<file path="src/design/hkset_pkg.sv">
`default_nettype none

package hkset_pkg;

    // field widths
    localparam int KEY_W     = 64;
    localparam int CMD_W     = 3;
    localparam int IDX_W     = 10;
    localparam int MASK_W    = 10;
    localparam int CFG_IDX_W = 2;
    localparam int GROUP_N   = 4;

    // hash constants
    localparam int               XS_SHIFT       = 33;
    localparam logic [KEY_W-1:0] FACTOR_ONE_RST = 64'hA6C3096657A14E89;
    localparam logic [KEY_W-1:0] FACTOR_TWO_RST = 64'h24F963569D05D92E;
    localparam logic [MASK_W-1:0] MASK_RST      = 10'h3FC;
    localparam logic [MASK_W-1:0] MASK_KEEP     = 10'h3FC;

    // item commands
    localparam logic [CMD_W-1:0] CMD_LOOKUP = 3'd0;
    localparam logic [CMD_W-1:0] CMD_INSERT = 3'd1;
    localparam logic [CMD_W-1:0] CMD_CLEAR  = 3'd2;
    localparam logic [CMD_W-1:0] CMD_WRITE  = 3'd3;
    localparam logic [CMD_W-1:0] CMD_READ   = 3'd4;

    // insert status codes
    localparam logic [1:0] ST_INSERTED   = 2'd0;
    localparam logic [1:0] ST_DUPLICATE  = 2'd1;
    localparam logic [1:0] ST_GROUP_FULL = 2'd2;
    localparam logic [1:0] ST_ZERO_KEY   = 2'd3;

    // configuration register indexes
    localparam logic [CFG_IDX_W-1:0] CFG_FACTOR_ONE = 2'd0;
    localparam logic [CFG_IDX_W-1:0] CFG_FACTOR_TWO = 2'd1;
    localparam logic [CFG_IDX_W-1:0] CFG_GROUP_MASK = 2'd2;

    // partial product selects of the 64-bit multiply
    localparam logic [1:0] PP_LL = 2'd0;
    localparam logic [1:0] PP_LH = 2'd1;
    localparam logic [1:0] PP_HL = 2'd2;

    // controller to datapath
    typedef struct packed {
        logic       capture;
        logic       mul_en;
        logic [1:0] pp_sel;
        logic       fac_two;
        logic       acc_set;
        logic       acc_add;
        logic       mix;
        logic       base_en;
        logic       quo_en;
        logic       slot_en;
        logic       rd_en;
        logic       rd_entry;
        logic [1:0] rd_sel;
        logic       clr_en;
        logic       ins_wr;
        logic       entry_wr;
        logic       res_load;
    } t_dp_cmd;

    // datapath to controller
    typedef struct packed {
        logic             clr_last;
        logic             out_busy;
        logic [CMD_W-1:0] cmd;
    } t_dp_sts;

endpackage

`default_nettype wire

</file>
<file path="src/design/hkset_ctrl.sv">
`default_nettype none

module hkset_ctrl
    import hkset_pkg::*;
(
    input  logic             i_clk,
    input  logic             i_rst_n,
    input  logic             i_valid,
    input  logic [CMD_W-1:0] i_command,
    output logic             o_ready,
    output t_dp_cmd          o_dp_cmd,
    input  t_dp_sts          i_dp_sts
);

    localparam logic [3:0] S_CLR   = 4'd0;
    localparam logic [3:0] S_IDLE  = 4'd1;
    localparam logic [3:0] S_HASH  = 4'd2;
    localparam logic [3:0] S_BASE  = 4'd3;
    localparam logic [3:0] S_QUO   = 4'd4;
    localparam logic [3:0] S_SLOT  = 4'd5;
    localparam logic [3:0] S_RD    = 4'd6;
    localparam logic [3:0] S_RWAIT = 4'd7;
    localparam logic [3:0] S_EXEC  = 4'd8;
    localparam logic [3:0] S_DONE  = 4'd9;

    // steps of one 64-bit multiply round
    localparam logic [2:0] SUB_LL  = 3'd0;
    localparam logic [2:0] SUB_LH  = 3'd1;
    localparam logic [2:0] SUB_HL  = 3'd2;
    localparam logic [2:0] SUB_ACC = 3'd3;
    localparam logic [2:0] SUB_MIX = 3'd4;

    logic [3:0] r_state, n_state;
    logic [2:0] r_sub, n_sub;
    logic       r_round, n_round;
    logic [1:0] r_rdcnt, n_rdcnt;
    logic       r_clr_reply, n_clr_reply;

    // state registers
    always_ff @(posedge i_clk) begin
        if (!i_rst_n) begin
            r_state     <= S_CLR;
            r_sub       <= SUB_LL;
            r_round     <= 1'b0;
            r_rdcnt     <= 2'd0;
            r_clr_reply <= 1'b0;
        end else begin
            r_state     <= n_state;
            r_sub       <= n_sub;
            r_round     <= n_round;
            r_rdcnt     <= n_rdcnt;
            r_clr_reply <= n_clr_reply;
        end
    end

    // sequencing and datapath commands
    always_comb begin
        n_state     = r_state;
        n_sub       = r_sub;
        n_round     = r_round;
        n_rdcnt     = r_rdcnt;
        n_clr_reply = r_clr_reply;
        o_dp_cmd    = '0;
        o_ready     = (r_state == S_IDLE);

        case (r_state)
            S_CLR: begin
                o_dp_cmd.clr_en = 1'b1;
                if (i_dp_sts.clr_last) begin
                    n_state     = r_clr_reply ? S_DONE : S_IDLE;
                    n_clr_reply = 1'b0;
                end
            end
            S_IDLE: begin
                if (i_valid) begin
                    o_dp_cmd.capture = 1'b1;
                    n_sub   = SUB_LL;
                    n_round = 1'b0;
                    n_rdcnt = 2'd0;
                    case (i_command)
                        CMD_LOOKUP, CMD_INSERT: n_state = S_HASH;
                        CMD_CLEAR: begin
                            n_clr_reply = 1'b1;
                            n_state     = S_CLR;
                        end
                        CMD_WRITE: n_state = S_EXEC;
                        CMD_READ:  n_state = S_RD;
                        default:   n_state = S_DONE;
                    endcase
                end
            end
            S_HASH: begin
                o_dp_cmd.fac_two = r_round;
                n_sub = r_sub + 3'd1;
                case (r_sub)
                    SUB_LL: begin
                        o_dp_cmd.mul_en = 1'b1;
                        o_dp_cmd.pp_sel = PP_LL;
                    end
                    SUB_LH: begin
                        o_dp_cmd.acc_set = 1'b1;
                        o_dp_cmd.mul_en  = 1'b1;
                        o_dp_cmd.pp_sel  = PP_LH;
                    end
                    SUB_HL: begin
                        o_dp_cmd.acc_add = 1'b1;
                        o_dp_cmd.mul_en  = 1'b1;
                        o_dp_cmd.pp_sel  = PP_HL;
                    end
                    SUB_ACC: begin
                        o_dp_cmd.acc_add = 1'b1;
                    end
                    SUB_MIX: begin
                        o_dp_cmd.mix = 1'b1;
                        n_sub = SUB_LL;
                        if (r_round) begin
                            n_state = S_BASE;
                        end else begin
                            n_round = 1'b1;
                        end
                    end
                    default: n_sub = SUB_LL;
                endcase
            end
            S_BASE: begin
                o_dp_cmd.base_en = 1'b1;
                n_state = S_QUO;
            end
            S_QUO: begin
                o_dp_cmd.quo_en = 1'b1;
                n_state = S_SLOT;
            end
            S_SLOT: begin
                o_dp_cmd.slot_en = 1'b1;
                n_state = S_RD;
            end
            S_RD: begin
                o_dp_cmd.rd_en    = 1'b1;
                o_dp_cmd.rd_sel   = r_rdcnt;
                o_dp_cmd.rd_entry = (i_dp_sts.cmd == CMD_READ);
                if (o_dp_cmd.rd_entry || (&r_rdcnt)) begin
                    n_state = S_RWAIT;
                end else begin
                    n_rdcnt = r_rdcnt + 2'd1;
                end
            end
            S_RWAIT: begin
                n_state = S_EXEC;
            end
            S_EXEC: begin
                o_dp_cmd.ins_wr   = (i_dp_sts.cmd == CMD_INSERT);
                o_dp_cmd.entry_wr = (i_dp_sts.cmd == CMD_WRITE);
                n_state = S_DONE;
            end
            S_DONE: begin
                if (!i_dp_sts.out_busy) begin
                    o_dp_cmd.res_load = 1'b1;
                    n_state = S_IDLE;
                end
            end
            default: n_state = S_IDLE;
        endcase
    end

endmodule

`default_nettype wire

</file>
<file path="config.mk">
export PLATFORM = sky130hd
export DESIGN_NAME = hkset_ctrl
export DESIGN_NICKNAME = d
export VERILOG_FILES = /design/src/design/hkset_pkg.sv /design/src/design/hkset_ctrl.sv
export SDC_FILE = /design/constraint.sdc
export NUM_CORES = 1
export LEC_CHECK = 0
export BUFFER_PORTS_ARGS = -buffer_cell sky130_fd_sc_hd__buf_2
export CAP_MARGIN = 20
export CORE_AREA = 3 3 50 52
export DETAILED_ROUTE_END_ITERATION = 10
export DIE_AREA = 0 0 53 55
export PLACE_DENSITY = 0.77
export SLEW_MARGIN = 20
export SYNTH_ARGS = -nofsm -noshare
export SYNTH_HDL_FRONTEND = slang
export SYNTH_SLANG_ARGS = --single-unit
</file>
<file path="constraint.sdc">
create_clock -name i_clk -period 1.5 [get_ports i_clk]
set_input_delay 0.3 -clock i_clk [delete_from_list [all_inputs] [get_ports i_clk]]
set_output_delay 0.3 -clock i_clk [all_outputs]
set_load 0.05 [all_outputs]
</file>
==> flow_metrics.env, run 1 <==
export IMPL_status="stopped before the end"
export IMPL_lastStage="global routing"
export IMPL_toolErrorMsg="[ERROR DPL-0038] Utilization greater than 100%, impossible to legalize"
export IMPL_ioPinCount=31
export IMPL_yosys_top_cells_area="dfxtp_1 (24%), ha_1 (8.3%), and3_1 (4.8%)"
export IMPL_synthCells=112
export IMPL_postGrtWorstEndpoint="o_dp_cmd[13]"
export IMPL_hpwl_mm=2.25
export IMPL_die_w_um=53
export IMPL_yosys_warnings=0
export IMPL_synth_seq_cells=11
export IMPL_grt_max_degree=12
export IMPL_initial_core_util_pct=42.2
export IMPL_netlist_area_um2=906
export IMPL_seq_area_frac_synth_pct=24.3
export IMPL_post_dp_cell_area_mm2=0.00147
export IMPL_numCtsBuffers=3
export IMPL_ctsLongestPathBuffers=2
export IMPL_synth_top_area_share_pct=24.3
export IMPL_syn_num_nets=129
export IMPL_htreeDepth=1
export IMPL_synth_cell_types=38
export IMPL_io_buffers=30
export IMPL_avgSynthCellArea_um2=8.09
export IMPL_hold_buffers=0
export IMPL_gp_congestion=0.921
export IMPL_cts_sinks=11
export IMPL_cts_root_buffer="clkbuf_4"
export IMPL_rows=17
export IMPL_synth_largest_area_cell="dfxtp_1"
export IMPL_worstEpCategory="top-level output"
export IMPL_dieHeight_um=55
export IMPL_dp_cells=197
==> what timing repair did <==
item / 4_1_cts
setup endpoints to repair: 31
setup buffers: 15
resized for setup: 111
pin swaps: 24
==> logic make-up after synthesis <==
group / count (synthesis) / synth area share [%]
fa+ha+maj: 7 / 9.39
buf+inv: 10 / 4.97
flops: 11 / 24.3
compound gates: 25 / 19.9
simple gates: 59 / 41.4
==> through the flow <==
step / hold slack (ns) / setup TNS (ns) / utilization (%) / worst slack (ns)
2_1_floorplan: 0.446 / -7.86 / - / -0.457
3_3_place_gp: 0.513 / -3.15 / 68.3 / -0.204
3_5_place_dp: 0.521 / -4.32 / 68.3 / -0.275
4_1_cts: 0.360 / -5.79 / 93.5 / -0.366
==> synthesized netlist by cell type <==
master	count
a2111oi_0	1
a21boi_1	1
a21o_1	1
a21oi_1	5
a32o_1	1
and2_1	6
and3_1	7
buf_2	3
buf_4	1
clkbuf_1	2
dfxtp_1	11
ha_1	6
inv_1	3
inv_2	1
maj3_1	1
nand2_1	9
nand2b_1	1
nand3b_1	1
nor2_1	7
nor2b_1	5
nor3_1	7
nor3b_1	4
nor3b_2	2
nor4_1	1
nor4b_1	2
nor4b_2	2
nor4bb_2	1
o211ai_1	3
o21a_1	4
o21ai_0	2
o21ai_1	1
o31ai_1	1
o32ai_1	2
o41a_1	1
o41ai_1	2
or2_1	1
or3_1	2
or4b_1	1
==> run 2: changes to the inputs <==
CORE_AREA = 3 3 64 66   (was 3 3 50 52)
DIE_AREA = 0 0 67 69   (was 0 0 53 55)
PLACE_DENSITY = not set   (was 0.77)
PLACE_DENSITY_LB_ADDON = 0.15   (was not set)
clock period = 2 ns   (was 1.5 ns; I/O delays follow)
==> run 2 against run 1 <==
The flow now finishes without violations; area after synthesis stayed put; synthesized cell count stayed put.
==> flow_metrics.env, run 2 <==
export IMPL_status="finished, final reports clean"
export IMPL_synth_simple_area_share_pct=41.4
export IMPL_ctsLongestPathBuffers=2
export IMPL_synthCells=112
export IMPL_ioPinCount=31
export IMPL_synth_seq_cells=11
export IMPL_r2r_slack_ns=0.24
export IMPL_cts_sinks=11
export IMPL_finalClockSkew_ns=0.00236
export IMPL_core_area_mm2=0.00363
export IMPL_viasPerCell=4.86
export IMPL_setup_tns_ns=0
export IMPL_cp_required_ns=1.60
export IMPL_diodes=0
export IMPL_fin_ws_ns=0.0646
export IMPL_seq_area_frac_synth_pct=24.3
export IMPL_cp_start_kind="flip-flop"
export IMPL_initial_core_util_pct=24.9
export IMPL_power_leakage_nw=0.582
export IMPL_dr_wl_met2_mm=1.19
export IMPL_met3_length_um=177
export IMPL_htreeDepth=1
export IMPL_rows=22
export IMPL_netlist_area_um2=906
export IMPL_hold_buffers=0
export IMPL_yosys_mux_area_fraction_pct=0
export IMPL_synth_edf_count=0
export IMPL_yosys_top_cells_area="dfxtp_1 (24%), ha_1 (8.3%), and3_1 (4.8%)"
export IMPL_grt_max_degree=14
export IMPL_numCtsBuffers=3
export IMPL_synth_ff_type="dfxtp_1"
export IMPL_fin_nets=170
export IMPL_synth_common_cells="dfxtp_1 (11), nand2_1 (9), and3_1 (7), nor2_1 (7), nor3_1 (7)"
export IMPL_top_register="r_state"
export IMPL_critPathKind="flip-flop to output pin"
export IMPL_routed_wl_mm=2.51
export IMPL_seq_area_um2=233
export IMPL_avgSynthCellArea_um2=8.09
export IMPL_max_freq_mhz=517
export IMPL_n_fill_cell=396
export IMPL_yosysMostFrequentCell="dfxtp_1"
export IMPL_synth_cell_types=38
export IMPL_vias=971
export IMPL_synth_top_family_by_area="simple AND/OR/NAND/NOR gates"
export IMPL_max_slew_worst_pin_slew_ns=0.397
export IMPL_synthAdderAreaFrac_pct=9.39
export IMPL_dr_pass1_iters=4
export IMPL_slew_headroom_pct=72.9
export IMPL_slew_violations=0
export IMPL_drive_gt1_share_pct=47.4
export IMPL_syn_num_nets=129
export IMPL_synth_largest_area_cell="dfxtp_1"
export IMPL_vdd_drop_max_uv=284
export IMPL_drt_antenna_violating_nets=0
export IMPL_min_path_type="primary input to flip-flop"
export IMPL_grt_pass1_vias=916
export IMPL_top_regs="r_state x4, r_sub x3, r_rdcnt x2"
export IMPL_path_clk_slew_ns=0.05
export IMPL_layout_commonest_cell="buf_2"
export IMPL_grt_total_usage_pct=11.2
export IMPL_wl_per_cell_um=12.5
export IMPL_gp_congestion=0.858
export IMPL_worstPathArrival_ns=1.54
export IMPL_insertion_delay_ns=0.24
export IMPL_die_w_um=67
export IMPL_critical_path_max_fanout=4
export IMPL_hold_violations=0
export IMPL_cts_root_buffer="clkbuf_8"
export IMPL_finalSetupViolations=0
export IMPL_cts_tree="done"
export IMPL_period_needed_ns=1.94
export IMPL_dieHeight_um=69
export IMPL_hpwl_mm=2.06
export IMPL_route_detailed_drc=0
export IMPL_final_util_pct=36.6
export IMPL_grt_pass1_wl_mm=4.19
export IMPL_layout_common_cells="buf_2 (21), buf_4 (15), nand2_1 (8), nor2_1 (7), nor3_1 (6)"
export IMPL_synth_compound_area_share_pct=19.9
export IMPL_highest_layer="met4"
export IMPL_period_share_pct=96.8
export IMPL_synth_xor_area_share_pct=0
export IMPL_dp_slack_ns=0.184
export IMPL_antenna_found_initial=0
export IMPL_io_buffers=30
export IMPL_dieArea_mm2=0.00462
export IMPL_drv_cap=0
export IMPL_rsz0062_at_grt="no"
export IMPL_yosys_warnings=0
export IMPL_power_density_mw_per_mm2=560
export IMPL_drt_iter0_drc=29
export IMPL_syn_to_final_growth_pct=46.8
export IMPL_hold_ws_ns=0.505
export IMPL_multiInputGateArea_um2=706
export IMPL_finalPower_uw=744
export IMPL_async_flop_share_pct=0
export IMPL_overflow=0
export IMPL_cp_end_kind="output pin"
export IMPL_largest_reg_flops=4
export IMPL_met1_length_mm=1.13
export IMPL_synth_top_area_share_pct=24.3
[run 2: cell counts after synthesis]
Identical to the previous run, type by type.
[run 2: critical path, stage by stage, from the launching register on]
cell and delay, ns:
dfxtp_4 0.36, inv_2 0.05, ha_1 0.20, or3_4 0.36, and3_4 0.18, buf_6 0.14
[run 2: cell type report]
cell class              count  area share [%]
inverters                   4            1.51
flip-flops and latches     11            17.5
clock buffers               4            3.39
multi-input cells          91            53.1
repair buffers             42            20.0
well taps                  48            4.52
[run 2: cell families after synthesis]
family | count (synthesis)
AOI/OAI and AO/OA | 25
adders and majority gates | 7
buffers and inverters | 10
DFF | 11
and+or+nand+nor | 59
[run 2: final timing paths]
| kind | end | cells after the start | start |
|---|---|---|---|
| setup / recovery | o_dp_cmd[17] | 5 | r_sub[0] |
| hold / removal | r_sub[1] | 2 | i_rst_n |
| setup reg to reg | r_state[0] | 5 | r_state[0] |
| hold reg to reg | r_rdcnt[1] | 2 | r_rdcnt[1] |
[run 2: metrics by stage]
step	std cells	cell area, um2
2_1_floorplan	112	975
3_3_place_gp	193	1210
3_5_place_dp	193	1210
4_1_cts	197	1270
5_1_grt	200	1330
6_report	200	1330
[run 2: power by group]
group | leakage, nW | switching [mW] | internal, mW | total (mW)
clock network | 0.0228 | 0.0828 | 0.140 | 0.223
logic | 0.467 | 0.167 | 0.108 | 0.275
registers | 0.0923 | 0.0176 | 0.229 | 0.247
total | 0.582 | 0.267 | 0.477 | 0.744
[run 2: metal layers]
layer | GRT usage (%) | vias up
met5 | 0 | -
met4 | 1.35 | 0
met3 | 3.09 | 2
met2 | 18.4 | 28
met1 | 14.9 | 446
li1 | - | 495
[run 2: repair_timing]
action / in CTS / in global routing
gates resized for setup: 8 / 15
setup endpoints to repair: 11 / 12
setup buffers: 0 / 3
pin swaps: 1 / 1
(Power assumes the default switching activity.)
==> run 3: changes to the inputs <==
PLACE_DENSITY_LB_ADDON = not set   (was 0.15)
==> run 3 against run 2 <==
Die area did not move; sequential power rose by 2%; cell count did not move; utilization rose by 0.72 points; first-iteration DRC count fell by 34%; global-route usage rose by 0.27 points; clock power rose by 2%; via count rose by 2.5%.
==> flow_metrics.env, run 3 (synthesis results as in run 2) <==
export IMPL_cp_start_kind="flip-flop"
export IMPL_status="finished, final reports clean"
export IMPL_ioPinCount=31
export IMPL_dieArea_mm2=0.00462
export IMPL_cpMaxStageDelayCell="or3_1"
export IMPL_die_w_um=67
export IMPL_ff2ff_path_depth=5
export IMPL_hold_path_depth=2
export IMPL_dp_slack_ns=0.147
export IMPL_cp_end_kind="output pin"
export IMPL_finalSetupViolations=0
export IMPL_slew_headroom_pct=57.6
export IMPL_period_share_pct=98.2
export IMPL_drt_antenna_violating_nets=0
export IMPL_grt_total_usage_pct=11.5
export IMPL_cts_root_buffer="clkbuf_8"
export IMPL_startpoint="r_sub[0]"
export IMPL_top_register="r_state"
export IMPL_fin_nets=170
export IMPL_max_freq_mhz=509
export IMPL_top_regs="r_state x4, r_sub x3, r_rdcnt x2"
export IMPL_n_fill_cell=404
export IMPL_dieHeight_um=69
export IMPL_final_util_pct=37.3
export IMPL_min_path_type="primary input to flip-flop"
export IMPL_critPathKind="flip-flop to output pin"
export IMPL_power_leakage_nw=0.581
export IMPL_cts_sinks=11
export IMPL_antenna_found_initial=0
export IMPL_io_buffers=30
export IMPL_layout_common_cells="buf_2 (21), buf_4 (15), nand2_1 (8), nor2_1 (7), nor3_1 (6)"
export IMPL_cts_tree="done"
export IMPL_dr_pass1_iters=4
export IMPL_timing_rr_start="r_state[0]"
export IMPL_period_needed_ns=1.96
export IMPL_wl_per_cell_um=12.8
export IMPL_gp_congestion=0.836
export IMPL_finalPower_uw=764
export IMPL_cp_required_ns=1.60
export IMPL_route_detailed_drc=0
export IMPL_final_area_mm2=0.00136
export IMPL_crit_chain="inv_1, ha_2, or3_1, and3_4, buf_6"
export IMPL_layout_commonest_cell="buf_2"
export IMPL_diodes=0
export IMPL_max_stage_delay_ns=0.37
export IMPL_syn_to_final_growth_pct=49.7
export IMPL_drt_iter0_drc=19
export IMPL_insertion_delay_ns=0.24
export IMPL_hold_violations=0
export IMPL_overflow=0
export IMPL_worstHoldStart="i_rst_n"
export IMPL_rows=22
export IMPL_initial_core_util_pct=24.9
export IMPL_routed_wl_mm=2.56
export IMPL_vias=995
export IMPL_viasPerCell=4.98
export IMPL_grt_max_degree=12
export IMPL_drive_gt1_share_pct=47.4
export IMPL_worstPathArrival_ns=1.56
export IMPL_post_dp_cell_area_mm2=0.00121
export IMPL_largest_reg_flops=4
export IMPL_htreeDepth=1
export IMPL_path_clk_slew_ns=0.05
export IMPL_core_area_mm2=0.00363
export IMPL_finalClockSkew_ns=0.00351
export IMPL_fin_ws_ns=0.0366
export IMPL_max_slew_worst_pin_slew_ns=0.619
export IMPL_critical_path_max_fanout=4
export IMPL_hpwl_mm=2.03
export IMPL_grt_pass1_wl_mm=4.25
export IMPL_numCtsBuffers=3
export IMPL_slew_violations=0
export IMPL_ctsLongestPathBuffers=2
export IMPL_power_density_mw_per_mm2=563
export IMPL_vdd_drop_max_uv=184
export IMPL_grt_pass1_vias=957
export IMPL_drv_cap=0
## run 3: changes by cell type in the layout (fill, tap and decap cells not counted), sizes merged
cell    before  now
clkbuf       9    7
buf         37   39
## run 3: final timing paths
kind | slack, ns | to
setup / recovery | 0.04 | o_dp_cmd[17]
hold / removal | 0.48 | r_sub[0]
setup reg to reg | 0.24 | r_state[0]
hold reg to reg | 0.50 | r_rdcnt[1]
## run 3: routing by layer
layer	part of all wire [%]	routed length, um	track usage [%]	vias to the layer above
li1	-	-	-	498
met1	49	1250	14.8	470
met2	46	1180	19.0	23
met3	4.2	107	2.44	4
met4	0.82	21	3.38	0
met5	0	0	0	-
## run 3: where the power goes
| part | internal [mW] | switching, mW |
|---|---|---|
| registers | 0.231 | 0.0210 |
| clock network | 0.140 | 0.0880 |
| logic | 0.115 | 0.168 |
| total | 0.486 | 0.277 |
## run 3: timing repair
action,4_1_cts,5_1_grt
setup endpoints to repair,7,13
hold buffers,0,0
setup buffers,1,1
gates cloned,0,0
gates resized for setup,11,17
## run 3: per-stage QoR
stage | instances | hold WS, ns | TNS, ns
final | 200 | 0.483 | 0
after global routing | 200 | 0.484 | -0.0100
after CTS | 199 | 0.488 | 0
after detailed placement | 194 | 0.496 | 0
after global placement | 194 | 0.488 | 0
after floorplan | 112 | 0.471 | -0.503
## run 3: layout make-up
| class | instances | area, um2 | share of cell area, % |
|---|---|---|---|
| timing repair buffer | 42 | 278 | 20.5 |
| sequential | 11 | 233 | 17.2 |
| clock buffer | 4 | 45.0 | 3.32 |
| tap | 48 | 60.1 | 4.43 |
| multi-input combinational | 91 | 721 | 53.1 |
| inverter | 4 | 20.0 | 1.48 |
## run 3: worst max-delay path: cells and delay by family (launching register included)
family        cells  cell delay [ns]
flops             1             0.35
fa+ha+maj         1             0.19
buf+inv           2             0.22
simple gates      2             0.56
==> run 4: changes to the inputs <==
MAX_ROUTING_LAYER = met4   (was not set)
PLACE_DENSITY = 0.57   (was not set)
==> run 4 against run 3 <==
Critical path depth unchanged; sequential power hardly changed; clock power is 2% higher; clock skew down 0.0011 ns; register-to-register slack worse by 0.06 ns; sequential share of layout area down 0.14 points; via count decreased by 0.90%; largest power group unchanged; hold slack gained 0.00057 ns; cell area shrank 0.83%; non-clock buffer count unchanged; power increased by 1.1%.
==> flow_metrics.env, run 4 (synthesis results as in run 2) <==
export IMPL_numCtsBuffers=3
export IMPL_cp_end_kind="output pin"
export IMPL_largest_reg_flops=4
export IMPL_vias=986
export IMPL_dr_pass1_iters=4
export IMPL_hold_path_depth=2
export IMPL_fin_ws_ns=0.0352
export IMPL_syn_to_final_growth_pct=48.5
export IMPL_worstPathArrival_ns=1.56
export IMPL_worstHoldStart="i_rst_n"
export IMPL_top_regs="r_state x4, r_sub x3, r_rdcnt x2"
export IMPL_route_detailed_drc=0
export IMPL_overflow=0
export IMPL_top_register="r_state"
export IMPL_dieArea_mm2=0.00462
export IMPL_max_freq_mhz=509
export IMPL_antenna_found_initial=0
export IMPL_highest_layer="met4"
export IMPL_power_leakage_nw=0.583
export IMPL_post_dp_cell_area_mm2=0.00120
export IMPL_wl_per_cell_um=13.4
export IMPL_finalPower_uw=772
export IMPL_period_needed_ns=1.96
export IMPL_cp_start_kind="flip-flop"
export IMPL_layoutNonFillerInstCount=200
export IMPL_cts_sinks=11
export IMPL_max_slew_worst_pin_slew_ns=0.652
export IMPL_hold_buffers=0
export IMPL_min_path_type="primary input to flip-flop"
export IMPL_met3_length_um=200
export IMPL_period_share_pct=98.2
export IMPL_path_clk_slew_ns=0.05
export IMPL_finalSetupViolations=0
export IMPL_ioPinCount=31
export IMPL_routed_wl_mm=2.67
export IMPL_dieHeight_um=69
export IMPL_drt_iter0_drc=51
export IMPL_drv_cap=0
export IMPL_dp_cells=192
export IMPL_seq_area_um2=229
export IMPL_diodes=0
export IMPL_layout_common_cells="buf_2 (21), buf_4 (16), nand2_1 (8), nor2_1 (7)"
export IMPL_crit_chain="inv_1, ha_2, or3_4, and3_4, buf_6"
export IMPL_setup_tns_ns=0
export IMPL_grt_pass1_vias=936
export IMPL_cp_required_ns=1.60
export IMPL_htreeDepth=1
export IMPL_slew_violations=0
export IMPL_viasPerCell=4.93
export IMPL_dr_wl_met2_mm=1.19
export IMPL_slew_headroom_pct=56.4
export IMPL_dp_slack_ns=0.0259
export IMPL_max_stage_delay_ns=0.39
export IMPL_gp_congestion=0.805
export IMPL_drive_gt1_share_pct=47.4
export IMPL_layout_commonest_cell="buf_2"
export IMPL_core_area_mm2=0.00363
export IMPL_ctsLongestPathBuffers=2
export IMPL_r2r_slack_ns=0.18
export IMPL_grt_max_degree=13
export IMPL_cts_tree="done"
export IMPL_finalClockSkew_ns=0.00239
export IMPL_critPathKind="flip-flop to output pin"
export IMPL_grt_pass1_wl_mm=4.21
export IMPL_n_fill_cell=395
export IMPL_drt_antenna_violating_nets=0
export IMPL_initial_core_util_pct=24.9
export IMPL_power_density_mw_per_mm2=574
export IMPL_vdd_drop_max_uv=208
export IMPL_met1_length_mm=1.24
export IMPL_multiInputGateArea_um2=717
export IMPL_final_area_mm2=0.00135
export IMPL_insertion_delay_ns=0.24
export IMPL_hold_violations=0
export IMPL_hpwl_mm=2.01
export IMPL_fin_nets=170
export IMPL_holdPathEnd="r_sub[1]"
export IMPL_status="finished, final reports clean"
export IMPL_io_buffers=30
export IMPL_grt_total_usage_pct=11.8
export IMPL_critical_path_max_fanout=3
export IMPL_r2r_end="r_state[0]"
export IMPL_rsz0062_at_grt="no"
export IMPL_cts_root_buffer="clkbuf_8"
export IMPL_die_w_um=67
export IMPL_ff2ff_path_depth=5
export IMPL_timing_rr_start="r_state[0]"
export IMPL_cpMaxStageDelayCell="or3_4"
export IMPL_rows=22
## run 4: changes by cell type in the layout (fill, tap and decap cells not counted), sizes merged
| cell | previous run | this run |
|---|---|---|
| clkbuf | 7 | 6 |
| buf | 39 | 40 |
## run 4: power by group
part / switching (mW) / internal, mW / total (mW)
logic: 0.173 / 0.117 / 0.290
clock network: 0.0916 / 0.141 / 0.232
registers: 0.0197 / 0.230 / 0.249
## run 4: worst max-delay path: cells and delay by family (launching register included)
family | cells | cell delay, ns
AND/OR/NAND/NOR | 2 | 0.58
adder cells (fa/ha/maj) | 1 | 0.18
flip-flops | 1 | 0.34
buffers and inverters | 2 | 0.21
## run 4: through the flow
stage | hold WS, ns | utilization (%)
floorplan | 0.471 | -
global placement | 0.492 | 33.0
detailed placement | 0.495 | 33.0
CTS | 0.483 | 34.9
global route | 0.487 | 37.0
finish | 0.483 | 37.0
## run 4: layer usage
layer / track usage, % / vias to the layer above
li1: - / 495
met1: 15.2 / 449
met2: 17.7 / 37
met3: 2.44 / 5
met4: 4.73 / 0
met5: - / -
## run 4: how the worst max path moves through the flow
stage,from,depth (start not counted),endpoint
floorplan,r_state[3],3,o_dp_cmd[9]
global placement,r_state[0],5,r_state[1]
detailed placement,r_state[0],5,r_state[1]
CTS,r_state[2],5,o_dp_cmd[12]
global route,r_state[0],4,o_dp_cmd[2]
finish,r_sub[1],5,o_dp_cmd[17]
## run 4: timing repair
item,in CTS,in global routing
resized for setup,11,15
endpoints found under the setup margin,8,16
setup buffers,0,4
pin swaps,1,3
## run 4: layout make-up
| type | instances | share of cell area (%) |
|---|---|---|
| multi-input cells | 91 | 53.3 |
| repair buffers | 42 | 20.4 |
| flip-flops and latches | 11 | 17.0 |
| well taps | 48 | 4.47 |
| clock buffers | 4 | 3.35 |
| inverters | 4 | 1.49 |
